## src/rtl/ara_pkg.sv

```systemverilog
package ara_pkg;

    localparam int ADDR_BITS = 16;
    localparam int HELD_BITS = 5;

    localparam logic [1:0] STATUS_OK      = 2'd0;
    localparam logic [1:0] STATUS_OVERLAP = 2'd1;
    localparam logic [1:0] STATUS_FULL    = 2'd2;

    localparam logic [1:0] KIND_NEW   = 2'd0;
    localparam logic [1:0] KIND_LEFT  = 2'd1;
    localparam logic [1:0] KIND_RIGHT = 2'd2;

    typedef struct packed {
        logic [ADDR_BITS-1:0] range_first;
        logic [ADDR_BITS-1:0] range_last;
    } t_req;

    typedef struct packed {
        logic [1:0]           status;
        logic [1:0]           merge_kind;
        logic [HELD_BITS-1:0] ranges_held;
    } t_rsp;

    typedef struct packed {
        logic [ADDR_BITS-1:0] first;
        logic [ADDR_BITS-1:0] last;
    } t_range;

    // controller -> datapath, at most one bit set per cycle
    typedef struct packed {
        logic load;
        logic scan;
        logic decide;
        logic move;
        logic commit;
        logic emit;
    } t_cmd;

    // datapath -> controller
    typedef struct packed {
        logic scan_done;
        logic accept;
        logic move_done;
        logic out_free;
    } t_sts;

endpackage

```

## src/rtl/address_range_allocator.sv

```systemverilog
// Address range allocator. Each input transaction claims an inclusive range
// range_first..range_last; it is rejected with status 1 if it overlaps a held
// range, otherwise it joins a left neighbor (ending just below range_first),
// else a right neighbor (starting just above range_last), else takes a new
// entry, which fails with status 2 when MAX_RANGES entries are held. One
// result transaction follows each request. Requests are handled one at a
// time; the one-read, one-write table memory is scanned and, for a stored
// item, then shifted one entry per cycle to keep the table sorted. The
// table needs no clearing after reset. A finished result sits in an output
// register, so the next request is taken while it waits.
module address_range_allocator
    import ara_pkg::*;
#(
    parameter int MAX_RANGES = 16
) (
    input  logic i_clk,
    input  logic i_rst_n,
    input  logic i_in_valid,
    input  t_req i_in_data,
    output logic o_in_stall,
    output logic o_out_valid,
    output t_rsp o_out_data,
    input  logic i_out_stall
);

    t_cmd cmd;
    t_sts sts;
    logic idle;

    ara_ctrl u_ctrl (
        .i_clk      (i_clk),
        .i_rst_n    (i_rst_n),
        .i_in_valid (i_in_valid),
        .i_sts      (sts),
        .o_cmd      (cmd),
        .o_idle     (idle)
    );

    ara_dp #(
        .MAX_RANGES (MAX_RANGES)
    ) u_dp (
        .i_clk       (i_clk),
        .i_rst_n     (i_rst_n),
        .i_req       (i_in_data),
        .i_cmd       (cmd),
        .i_out_stall (i_out_stall),
        .o_sts       (sts),
        .o_out_valid (o_out_valid),
        .o_out_data  (o_out_data)
    );

    assign o_in_stall = !idle;

endmodule

```

## src/rtl/ara_dp.sv

```systemverilog
module ara_dp
    import ara_pkg::*;
#(
    parameter int MAX_RANGES = 16
) (
    input  logic i_clk,
    input  logic i_rst_n,
    input  t_req i_req,
    input  t_cmd i_cmd,
    input  logic i_out_stall,
    output t_sts o_sts,
    output logic o_out_valid,
    output t_rsp o_out_data
);

    localparam int IW = (MAX_RANGES > 1) ? $clog2(MAX_RANGES) : 1;
    localparam int CW = $clog2(MAX_RANGES + 1);
    localparam logic [CW-1:0] FULL_CNT = CW'(MAX_RANGES);

    // range table, kept sorted by first address
    t_range r_mem [MAX_RANGES];

    logic [ADDR_BITS-1:0] r_f;
    logic [ADDR_BITS-1:0] r_l;
    logic [CW-1:0]        r_count;
    logic [CW-1:0]        r_idx;
    logic                 r_rd_vld;
    logic [IW-1:0]        r_rd_idx;
    t_range               r_rd_q;

    // scan results
    logic                 r_ovl;
    logic                 r_lfound;
    logic [IW-1:0]        r_lidx;
    logic [ADDR_BITS-1:0] r_lfirst;
    logic [CW-1:0]        r_leq;
    logic                 r_rfound;
    logic [IW-1:0]        r_ridx;
    logic [ADDR_BITS-1:0] r_rlast;
    logic                 r_rle;
    logic [CW-1:0]        r_nle;

    // decision
    logic [1:0]           r_status;
    logic [1:0]           r_kind;
    logic                 r_grow;
    logic [IW-1:0]        r_p;
    t_range               r_new;
    logic                 r_down;
    logic [IW-1:0]        r_src;
    logic [IW-1:0]        r_rem;

    logic                 r_out_valid;
    t_rsp                 r_out;

    logic                 re;
    logic [IW-1:0]        raddr;
    logic                 we;
    logic [IW-1:0]        waddr;
    t_range               wdata;

    logic [ADDR_BITS:0]   e_last_p1;
    logic [ADDR_BITS:0]   l_p1;
    logic                 hit_ovl;
    logic                 hit_left;
    logic                 hit_right;
    logic                 accept;
    logic [IW-1:0]        d_h;
    logic [IW-1:0]        d_p;
    logic [CW-1:0]        p_left;
    logic [CW-1:0]        p_right;

    // per-entry compares on the entry just read
    assign e_last_p1 = {1'b0, r_rd_q.last} + (ADDR_BITS+1)'(1);
    assign l_p1      = {1'b0, r_l} + (ADDR_BITS+1)'(1);
    assign hit_ovl   = !((r_l < r_rd_q.first) || (r_f > r_rd_q.last));
    assign hit_left  = (e_last_p1 == {1'b0, r_f});
    assign hit_right = (l_p1 == {1'b0, r_rd_q.first});

    assign accept  = !r_ovl && (r_lfound || r_rfound || (r_count != FULL_CNT));
    assign p_left  = CW'(r_lidx) + r_leq;
    assign p_right = r_nle - CW'(r_rle);

    always_comb begin
        if (r_lfound) begin
            d_h = r_lidx;
            d_p = p_left[IW-1:0];
        end else if (r_rfound) begin
            d_h = r_ridx;
            d_p = p_right[IW-1:0];
        end else begin
            // new entry: virtual hole at the end of the table
            d_h = r_count[IW-1:0];
            d_p = r_nle[IW-1:0];
        end
    end

    // memory port control
    always_comb begin
        re    = 1'b0;
        raddr = r_src;
        we    = 1'b0;
        waddr = r_p;
        wdata = r_new;
        if (i_cmd.scan) begin
            re    = (r_idx != r_count);
            raddr = r_idx[IW-1:0];
        end
        if (i_cmd.move) begin
            re    = (r_rem != '0);
            raddr = r_src;
            we    = r_rd_vld;
            waddr = r_down ? (r_rd_idx - IW'(1)) : (r_rd_idx + IW'(1));
            wdata = r_rd_q;
        end
        if (i_cmd.commit) begin
            we    = 1'b1;
            waddr = r_p;
            wdata = r_new;
        end
    end

    always_ff @(posedge i_clk) begin
        if (we) begin
            r_mem[waddr] <= wdata;
        end
        if (re) begin
            r_rd_q <= r_mem[raddr];
        end
    end

    always_ff @(posedge i_clk) begin
        if (!i_rst_n) begin
            r_count     <= '0;
            r_rd_vld    <= 1'b0;
            r_out_valid <= 1'b0;
        end else begin
            r_rd_vld <= (i_cmd.scan || i_cmd.move) && re;
            if (i_cmd.commit && r_grow) begin
                r_count <= r_count + CW'(1);
            end
            if (i_cmd.emit) begin
                r_out_valid <= 1'b1;
            end else if (!i_out_stall) begin
                r_out_valid <= 1'b0;
            end
        end
    end

    always_ff @(posedge i_clk) begin
        if (i_cmd.load) begin
            r_f      <= i_req.range_first;
            r_l      <= i_req.range_last;
            r_idx    <= '0;
            r_ovl    <= 1'b0;
            r_lfound <= 1'b0;
            r_rfound <= 1'b0;
            r_leq    <= '0;
            r_nle    <= '0;
        end
        if (i_cmd.scan) begin
            if (re) begin
                r_idx    <= r_idx + CW'(1);
                r_rd_idx <= r_idx[IW-1:0];
            end
            if (r_rd_vld) begin
                if (hit_ovl) begin
                    r_ovl <= 1'b1;
                end
                if (!r_lfound && hit_left) begin
                    r_lfound <= 1'b1;
                    r_lidx   <= r_rd_idx;
                    r_lfirst <= r_rd_q.first;
                end else if (r_lfound && (r_rd_q.first == r_lfirst)) begin
                    // equal first addresses after the left hit stay ahead of it
                    r_leq <= r_leq + CW'(1);
                end
                if (!r_rfound && hit_right) begin
                    r_rfound <= 1'b1;
                    r_ridx   <= r_rd_idx;
                    r_rlast  <= r_rd_q.last;
                    r_rle    <= (r_rd_q.first <= r_f);
                end
                if (r_rd_q.first <= r_f) begin
                    r_nle <= r_nle + CW'(1);
                end
            end
        end
        if (i_cmd.decide) begin
            r_p    <= d_p;
            r_down <= (d_p >= d_h);
            r_src  <= (d_p >= d_h) ? (d_h + IW'(1)) : (d_h - IW'(1));
            r_rem  <= (d_p >= d_h) ? (d_p - d_h) : (d_h - d_p);
            r_grow <= 1'b0;
            r_kind <= KIND_NEW;
            r_new  <= '{first: r_f, last: r_l};
            if (r_ovl) begin
                r_status <= STATUS_OVERLAP;
            end else if (r_lfound) begin
                r_status <= STATUS_OK;
                r_kind   <= KIND_LEFT;
                r_new    <= '{first: r_lfirst, last: r_l};
            end else if (r_rfound) begin
                r_status <= STATUS_OK;
                r_kind   <= KIND_RIGHT;
                r_new    <= '{first: r_f, last: r_rlast};
            end else if (r_count == FULL_CNT) begin
                r_status <= STATUS_FULL;
            end else begin
                r_status <= STATUS_OK;
                r_grow   <= 1'b1;
            end
        end
        if (i_cmd.move && re) begin
            r_src    <= r_down ? (r_src + IW'(1)) : (r_src - IW'(1));
            r_rem    <= r_rem - IW'(1);
            r_rd_idx <= r_src;
        end
        if (i_cmd.emit) begin
            r_out.status      <= r_status;
            r_out.merge_kind  <= r_kind;
            r_out.ranges_held <= HELD_BITS'(r_count);
        end
    end

    assign o_sts.scan_done = (r_idx == r_count) && !r_rd_vld;
    assign o_sts.accept    = accept;
    assign o_sts.move_done = (r_rem == '0) && !r_rd_vld;
    assign o_sts.out_free  = !r_out_valid || !i_out_stall;

    assign o_out_valid = r_out_valid;
    assign o_out_data  = r_out;

`ifndef ASSERT_OFF
    a_count_bound: assert property (@(posedge i_clk) disable iff (!i_rst_n)
        r_count <= FULL_CNT)
        else $error("range count beyond capacity");

    a_grow_room: assert property (@(posedge i_clk) disable iff (!i_rst_n)
        (i_cmd.commit && r_grow) |-> (r_count != FULL_CNT))
        else $error("new entry committed into a full table");

    a_no_overwrite: assert property (@(posedge i_clk) disable iff (!i_rst_n)
        (r_out_valid && i_out_stall) |-> !i_cmd.emit)
        else $error("result overwritten while stalled");

    a_grow_count: assert property (@(posedge i_clk) disable iff (!i_rst_n)
        (i_cmd.commit && r_grow) |=> (r_count == $past(r_count) + CW'(1)))
        else $error("count did not advance on new entry");
`endif

endmodule

```

## src/rtl/ara_ctrl.sv

```systemverilog
module ara_ctrl
    import ara_pkg::*;
(
    input  logic i_clk,
    input  logic i_rst_n,
    input  logic i_in_valid,
    input  t_sts i_sts,
    output t_cmd o_cmd,
    output logic o_idle
);

    typedef enum logic [5:0] {
        S_IDLE   = 6'b000001,
        S_SCAN   = 6'b000010,
        S_DECIDE = 6'b000100,
        S_MOVE   = 6'b001000,
        S_COMMIT = 6'b010000,
        S_DONE   = 6'b100000
    } t_state;

    t_state r_state;
    t_state n_state;

    always_comb begin
        n_state = r_state;
        o_cmd   = '0;
        unique case (r_state)
            S_IDLE: begin
                if (i_in_valid) begin
                    o_cmd.load = 1'b1;
                    n_state    = S_SCAN;
                end
            end
            S_SCAN: begin
                o_cmd.scan = 1'b1;
                if (i_sts.scan_done) begin
                    n_state = S_DECIDE;
                end
            end
            S_DECIDE: begin
                o_cmd.decide = 1'b1;
                n_state      = i_sts.accept ? S_MOVE : S_DONE;
            end
            S_MOVE: begin
                o_cmd.move = 1'b1;
                if (i_sts.move_done) begin
                    n_state = S_COMMIT;
                end
            end
            S_COMMIT: begin
                o_cmd.commit = 1'b1;
                n_state      = S_DONE;
            end
            S_DONE: begin
                if (i_sts.out_free) begin
                    o_cmd.emit = 1'b1;
                    n_state    = S_IDLE;
                end
            end
            default: begin
                n_state = S_IDLE;
            end
        endcase
    end

    always_ff @(posedge i_clk) begin
        if (!i_rst_n) begin
            r_state <= S_IDLE;
        end else begin
            r_state <= n_state;
        end
    end

    assign o_idle = (r_state == S_IDLE);

endmodule

```

## config.mk

```make
export PLATFORM = sky130hd
export DESIGN_NAME = address_range_allocator
export DESIGN_NICKNAME = d
export VERILOG_FILES = /design/src/rtl/ara_pkg.sv /design/src/rtl/address_range_allocator.sv /design/src/rtl/ara_dp.sv /design/src/rtl/ara_ctrl.sv
export SDC_FILE = /design/constraint.sdc
export NUM_CORES = 1
export LEC_CHECK = 0
export ABC_AREA = 1
export BUFFER_PORTS_ARGS = -buffer_cell sky130_fd_sc_hd__buf_2
export CORE_UTILIZATION = 45
export CTS_BUF_LIST = sky130_fd_sc_hd__clkbuf_8
export DETAILED_ROUTE_END_ITERATION = 10
export GPL_TIMING_DRIVEN = 1
export PLACE_DENSITY = 0.71
export SLEW_MARGIN = 20
export SYNTH_ARGS = -nofsm -noshare
export SYNTH_HDL_FRONTEND = slang
export SYNTH_SLANG_ARGS = --single-unit
```

## constraint.sdc

```tcl
create_clock -name i_clk -period 7.1 [get_ports i_clk]
set_clock_uncertainty 0.15 [all_clocks]
set_input_delay 1.065 -clock i_clk [delete_from_list [all_inputs] [get_ports i_clk]]
set_output_delay 1.065 -clock i_clk [all_outputs]
set_load 0.02 [all_outputs]
```

Word-level counts from Yosys, hierarchy flattened
Memory sizes are Yosys's and may differ from the RTL's. A register that Yosys moved wholly into a read port is not among the register bits.
Index checks and enable logic that the tools add are counted.
{ "classes": {"n_addsub": 17, "n_mul": 0, "div_mod_pow": 0, "order_cmp": 4, "n_eq_ne": 18, "shifts": 0, "n_mux": 76, "n_bitwise": 0, "n_reduce_logical": 32} }
{ "ops": {"columns": ["op", "n"], "rows": [
  ["$mux W32", 4],
  ["$mux W4", 19],
  ["$mux W5", 12],
  ["$pmux W6 S6", 1],
  ["$add A16 B1 Y17 const B", 2],
  ["$eq A17 B16 Y1", 2],
  ["$mux W1", 32],
  ["$mux W6", 5],
  ["$add A5 B1 Y5 const B", 4],
  ["$eq A16 B16 Y1", 1],
  ["$gt A16 B16 Y1", 1],
  ["$le A16 B16 Y1", 1],
  ["$lt A16 B16 Y1", 1],
  ["$mux W16", 1],
  ["$sub A4 B1 Y4 const B", 4],
  ["$add A4 B1 Y4 const B", 3],
  ["$logic_and A1 B1 Y1", 9],
  ["$ne A2 B2 Y1 const B", 4],
  ["$sub A4 B4 Y4", 2],
  ["$logic_not A1 Y1", 7],
  ["$eq A6 B1 Y1 const B", 1],
  ["$eq A6 B2 Y1 const B", 1],
  ["$eq A6 B3 Y1 const B", 1],
  ["$eq A6 B4 Y1 const B", 1],
  ["other kinds (20)", 28]
]} }
{ "word_totals": {"ff_bits": 167, "latchBits": 0, "ram_bits": 512, "rom_bits": 0, "in_bits": 36, "out_inout_bits": 11, "wordCells": 180, "mem_count": 1} }
{ "memory_table": {"columns": ["memory", "depth", "width", "read_ports", "rd_clocked_by_memory_dff", "wr", "line_no", "text"], "rows": [
  ["u_dp.r_mem", 16, 32, 1, 1, 1, "ara_dp.sv:21", "t_range r_mem [MAX_RANGES];"]
]} }

Depth between registers and ports, before layout
{ "logic_depth": {"ltp_word": 7, "depth_mapped": 20, "ltp_nobuf": 19} }

Modules after synthesis
A second synthesis with hierarchy kept.
{ "unflattened": {"cells_unflattened": 2699, "hier_area_um2": 31336.3} }
{ "modules_own_cells": {"columns": ["mod", "n_inst", "cells_each", "area_each_um2", "seq_area_each_um2"], "rows": [
  ["ara_dp", 1, 2639, 30940.9, 20880.0],
  ["ara_ctrl", 1, 59, 391.6, 120.1],
  ["address_range_allocator", 1, 1, 3.8, 0.0]
]} }

Worst setup path after synthesis
Ideal clock, no wire load.
{ "synth_timing": {"path_type": "flip-flop to flip-flop", "start": "reg u_dp.r_lidx[0]", "end": "reg u_dp.r_src[3], data pin", "setup_ps": 256, "arrival_ps": 3043, "required_ps": 6694, "setup_slack_ps": 3651, "stages_incl_launch_ff": 15, "n_path_buf": 0, "period_less_slack_ps": 3449, "cell_sequence": "edfxtp_1 -> ha_1 -> fa_1 -> nor2_1 -> a221oi_1 -> ha_1 -> nand2_1 -> nor2_1 -> nor2_1 -> ha_1 -> a21oi_1 -> o21a_1 -> nand2_1 -> nand3_1 -> nand2_1"} }
{ "synth_via": {"elab_chain_cells": 6, "elab_cells_between_ends": 9, "cone_classes": "3 x add/sub; 1 x order compare; 5 x mux"} }
{ "synth_rtl": {"columns": ["element", "line_no", "text"], "rows": [
  ["start: declaration", "ara_dp.sv:34", "logic [IW-1:0] r_lidx;"],
  ["start signal: assignment", "ara_dp.sv:172", "r_lidx <= r_rd_idx;"],
  ["$add A4 B4 Y4", "ara_dp.sv:81", "assign p_left = CW'(r_lidx) + r_leq;"],
  ["$mux W4", "ara_dp.sv:85", "if (r_lfound) begin"],
  ["net u_dp.d_p[1]", "ara_dp.sv:69", "logic [IW-1:0] d_p;"],
  ["$ge A4 B4 Y1", "ara_dp.sv:192", "r_src <= (d_p >= d_h) ? (d_h + IW'(1)) : (d_h - IW'(1));"],
  ["$mux W4", "ara_dp.sv:192", null],
  ["$mux W4", "ara_dp.sv:189", "if (i_cmd.decide) begin"],
  ["$mux W4", "ara_dp.sv:214", "if (i_cmd.move && re) begin"],
  ["end signal: assignment", "ara_dp.sv:192", null],
  ["end signal: assignment", "ara_dp.sv:215", "r_src <= r_down ? (r_src + IW'(1)) : (r_src - IW'(1));"],
  ["end: declaration", "ara_dp.sv:50", "logic [IW-1:0] r_src;"]
]} }
The timed path passes the listed nets, and every way through them passes these cells. The select of a mux whose other input is x is not followed.
A chain may end at the register's enable or synchronous reset.

Final worst setup path
{ "layout_timing": {"start": "reg u_ctrl.r_state[5]", "end": "reg, netlist name u_dp.r_rd_q[15]"} }
{ "layout_via": {"elab_chain_cells": 4, "elab_cells_between_ends": 8, "cone_classes": "2 x eq/ne; 6 x mux"} }
{ "layout_rtl": {"columns": ["element", "line_no", "text"], "rows": [
  ["start: declaration", "ara_ctrl.sv:21", "t_state r_state;"],
  ["start signal: assignment", "ara_ctrl.sv:70", "r_state <= n_state;"],
  ["$eq A6 B2 Y1", "ara_ctrl.sv:27", "unique case (r_state)"],
  ["$mux W1", "ara_ctrl.sv:27", null],
  ["$mux W4 or $mux W1 (tied branches)", "ara_dp.sv:105", "if (i_cmd.scan) begin"],
  ["$mux W4 or $mux W1 (tied branches)", "ara_dp.sv:109", "if (i_cmd.move) begin"]
]} }
Parallel ways exist; a longest one is shown, timed or not.

==> results.json <==
{
  "status": "completed",
  "vdd_drop_max_uv": 149,
  "fmax_mhz": 254,
  "cp-start-kind": "register",
  "dr.pass1.iters": 6,
  "cts_buffers": 112,
  "synth_edf_count": 680,
  "ys_seq_elements": 709,
  "min_to": "u_dp.o_out_data[7]",
  "grtUsageMet1": 0.317,
  "drt-total-wl_um": 82200,
  "grt_max_degree": 138,
  "root_buffer": "clkbuf_8",
  "required_ns": 7.58,
  "dieArea_um2": 72000,
  "gr-usage-met2": 0.364,
  "slew_headroom": 0.252,
  "cap_violations": 0,
  "cp.arrival_ns": 4.41,
  "route.detailed.drc": 0,
  "syn_area_per_cell_um2": 11.6,
  "synth_cell_types": 43,
  "busiest_layer": "met2",
  "finalMaxSlewViolations": 0,
  "hpwl_um": 51200,
  "synthCells": 2759,
  "final_common_cell": "edfxtp_1",
  "fin_crit_sh": 0.554,
  "register_area_um2": 21000,
  "die_width_um": 268,
  "cts_sinks": 709,
  "die_h_um": 268,
  "cts_tree": "built",
  "p_per_area_nw_per_um2": 229,
  "viasPerCell": 5.59,
  "antenna_found_initial": 1,
  "cp-end-kind": "register",
  "io_pins": 47,
  "syn-num-nets": 2876,
  "ant_nets": 0,
  "drtIter0Drc": 2596,
  "grt_first_pass_wirelength_um": 125000,
  "row_count": 97,
  "clkTransAtPathRegs_ns": 0.07,
  "synth.yosys.seq_area_share": 0.658,
  "hold_start": "u_dp.r_status[0]",
  "hold_viol": 0,
  "multi_input_area_um2": 9190,
  "grt_pass1_vias": 21400,
  "grt-ovfl-total": 0,
  "ff2ff_path_depth": 11,
  "reg2reg_slack_ns": 3.17,
  "place_area_um2": 33400,
  "layout-drive-gt1-share": 0.118,
  "post-place-ws_ns": 3.18,
  "portBuffers": 46,
  "r2r_start": "u_ctrl.r_state[5]",
  "rsz0062_at_grt": "no",
  "critPathMaxFanout": 70,
  "fin_ws_ns": 3.17,
  "tightestPinTransition_ns": 1.12,
  "clock_latency_ns": 0.76,
  "design_area_um2": 35700,
  "cts_resized": 0,
  "ys_warn_count": 0,
  "track_usage": 0.230,
  "wl_per_cell_um": 21.1,
  "postCtsSetupRepairBufs": 0,
  "num_vias": 21700,
  "worstSetupPathType": "reg2reg",
  "nets": 2974,
  "use_met3": 0.0462,
  "fin_crit_ns": 3.93,
  "setup_tns_ns": 0,
  "mostFrequentLayoutCells": "680 x edfxtp_1, 468 x nand2_1, 349 x inv_1",
  "whs_path_depth": 0,
  "fillCellCount": 6063,
  "syn_area_um2": 31900,
  "area_growth_pct": 12.0,
  "synthArstFlopShare": 0,
  "routabilityCongestion": 0.936,
  "setup_violations": 0,
  "r2r_end": "u_dp.r_rd_q[15]",
  "h-tree-depth": 3,
  "start_util": 0.455,
  "cts_max_path_buffers": 3,
  "coreArea_um2": 70100,
  "p_leak_nw": 13.5,
  "hold_buffers": 0,
  "synthFlopType": "edfxtp_1",
  "min_path_type": "reg2reg"
}
## state kept, by name (all words and copies together), names as in the netlist, 5 cells and up
register and flops:
u_dp.r_rd_q 32, u_dp.r_count 5, u_dp.r_f 16, u_dp.r_new 32, u_dp.o_out_data 9, u_dp.r_idx 5
u_dp.r_mem 512, u_dp.r_lfirst 16, u_ctrl.r_state 6, u_dp.r_rlast 16, u_dp.r_l 16
## layer usage
layer	wire length, µm	up-vias
li1	-	9950
met3	7520	165
met4	2120	0
met5	0	-
met2	38200	990
met1	34300	10600
## worst max-delay path by stage
stage,endpoint,startpoint,cells after the start
6_report,u_dp.r_rd_q[15],u_ctrl.r_state[5],11
5_1_grt,u_dp.r_rd_q[9],u_ctrl.r_state[5],11
3_3_place_gp,u_dp.r_mem[7][13],u_dp.r_down,5
4_1_cts,u_dp.r_mem[14][18],u_dp.r_down,5
2_1_floorplan,u_dp.r_src[3],u_dp.r_lidx[0],14
3_5_place_dp,u_dp.r_mem[14][11],u_dp.r_down,5
## cell families after synthesis
kind of cell,count (synthesis),synth area share
adders and majority gates,81,0.0332
DFF,709,0.658
xor gates and xnor gates,50,0.0142
and+or+nand+nor,981,0.137
buffers and inverters,459,0.0593
AOI/OAI and AO/OA,479,0.0987
## cell usage after synthesis, types with 4 or more instances
library cell    n  area share
nor3_1         18      0.0028
nand4_1        30      0.0059
buf_4           8      0.0019
xnor2_1        18      0.0049
edfxtp_1      680        0.64
fa_1            6      0.0038
nor2_1        125       0.015
nor3b_1         4     0.00094
inv_1         319       0.038
clkbuf_1       51      0.0060
o21a_1          5      0.0012
nand3b_1        4     0.00094
ha_1           75       0.029
xor2_1         31      0.0085
nand3_1       237       0.037
nand2_1       468       0.055
or2_1          51       0.010
o21ai_0       113       0.018
clkinv_1       15      0.0018
buf_6          10      0.0035
nand2_2         4     0.00078
o211ai_1      185       0.044
or2_2          33      0.0065
o21ai_1        86       0.013
a21oi_1        47      0.0074
buf_2          50      0.0078
dfxtp_1        29       0.018
o211ai_2       30       0.012
## layout make-up
type,count,area share
Antenna cell,2,0.000140
Clock inverter,88,0.0138
Inverter,337,0.0355
Clock buffer,117,0.0451
Timing Repair Buffer,106,0.0273
Multi-Input combinational cell,1591,0.257
Sequential cell,709,0.588
Tap cell,940,0.0329
## where the power goes
part           internal [mW]  switching [mW]
combinational          0.102           0.213
clock                   1.65            1.65
sequential              4.55          0.0288
total                   6.30            1.89
## per-stage QoR
stage | power (mW) | utilization | std cells | hold WS [ns]
2_1_floorplan | 4.88 | - | 2759 | 0.250
6_report | 8.19 | 0.509 | 3890 | 0.277
3_3_place_gp | 4.97 | 0.473 | 3665 | 0.253
4_1_cts | 8.23 | 0.505 | 3877 | 0.280
3_5_place_dp | 4.98 | 0.475 | 3672 | 0.263
5_1_grt | 8.45 | 0.509 | 3889 | 0.291
## critical path: stages (launching register included)
cell and delay, ns:
dfxtp_1 0.35, nor2_4 0.20, nand3_2 0.33, nand2_2 0.18
o21ai_4 0.06, buf_4 0.29, inv_4 0.79, buf_4 0.75
o211ai_1 0.20, nand3_1 0.14, nand3_1 0.14, nand2_1 0.11
Power figures use the tool's default switching activity.
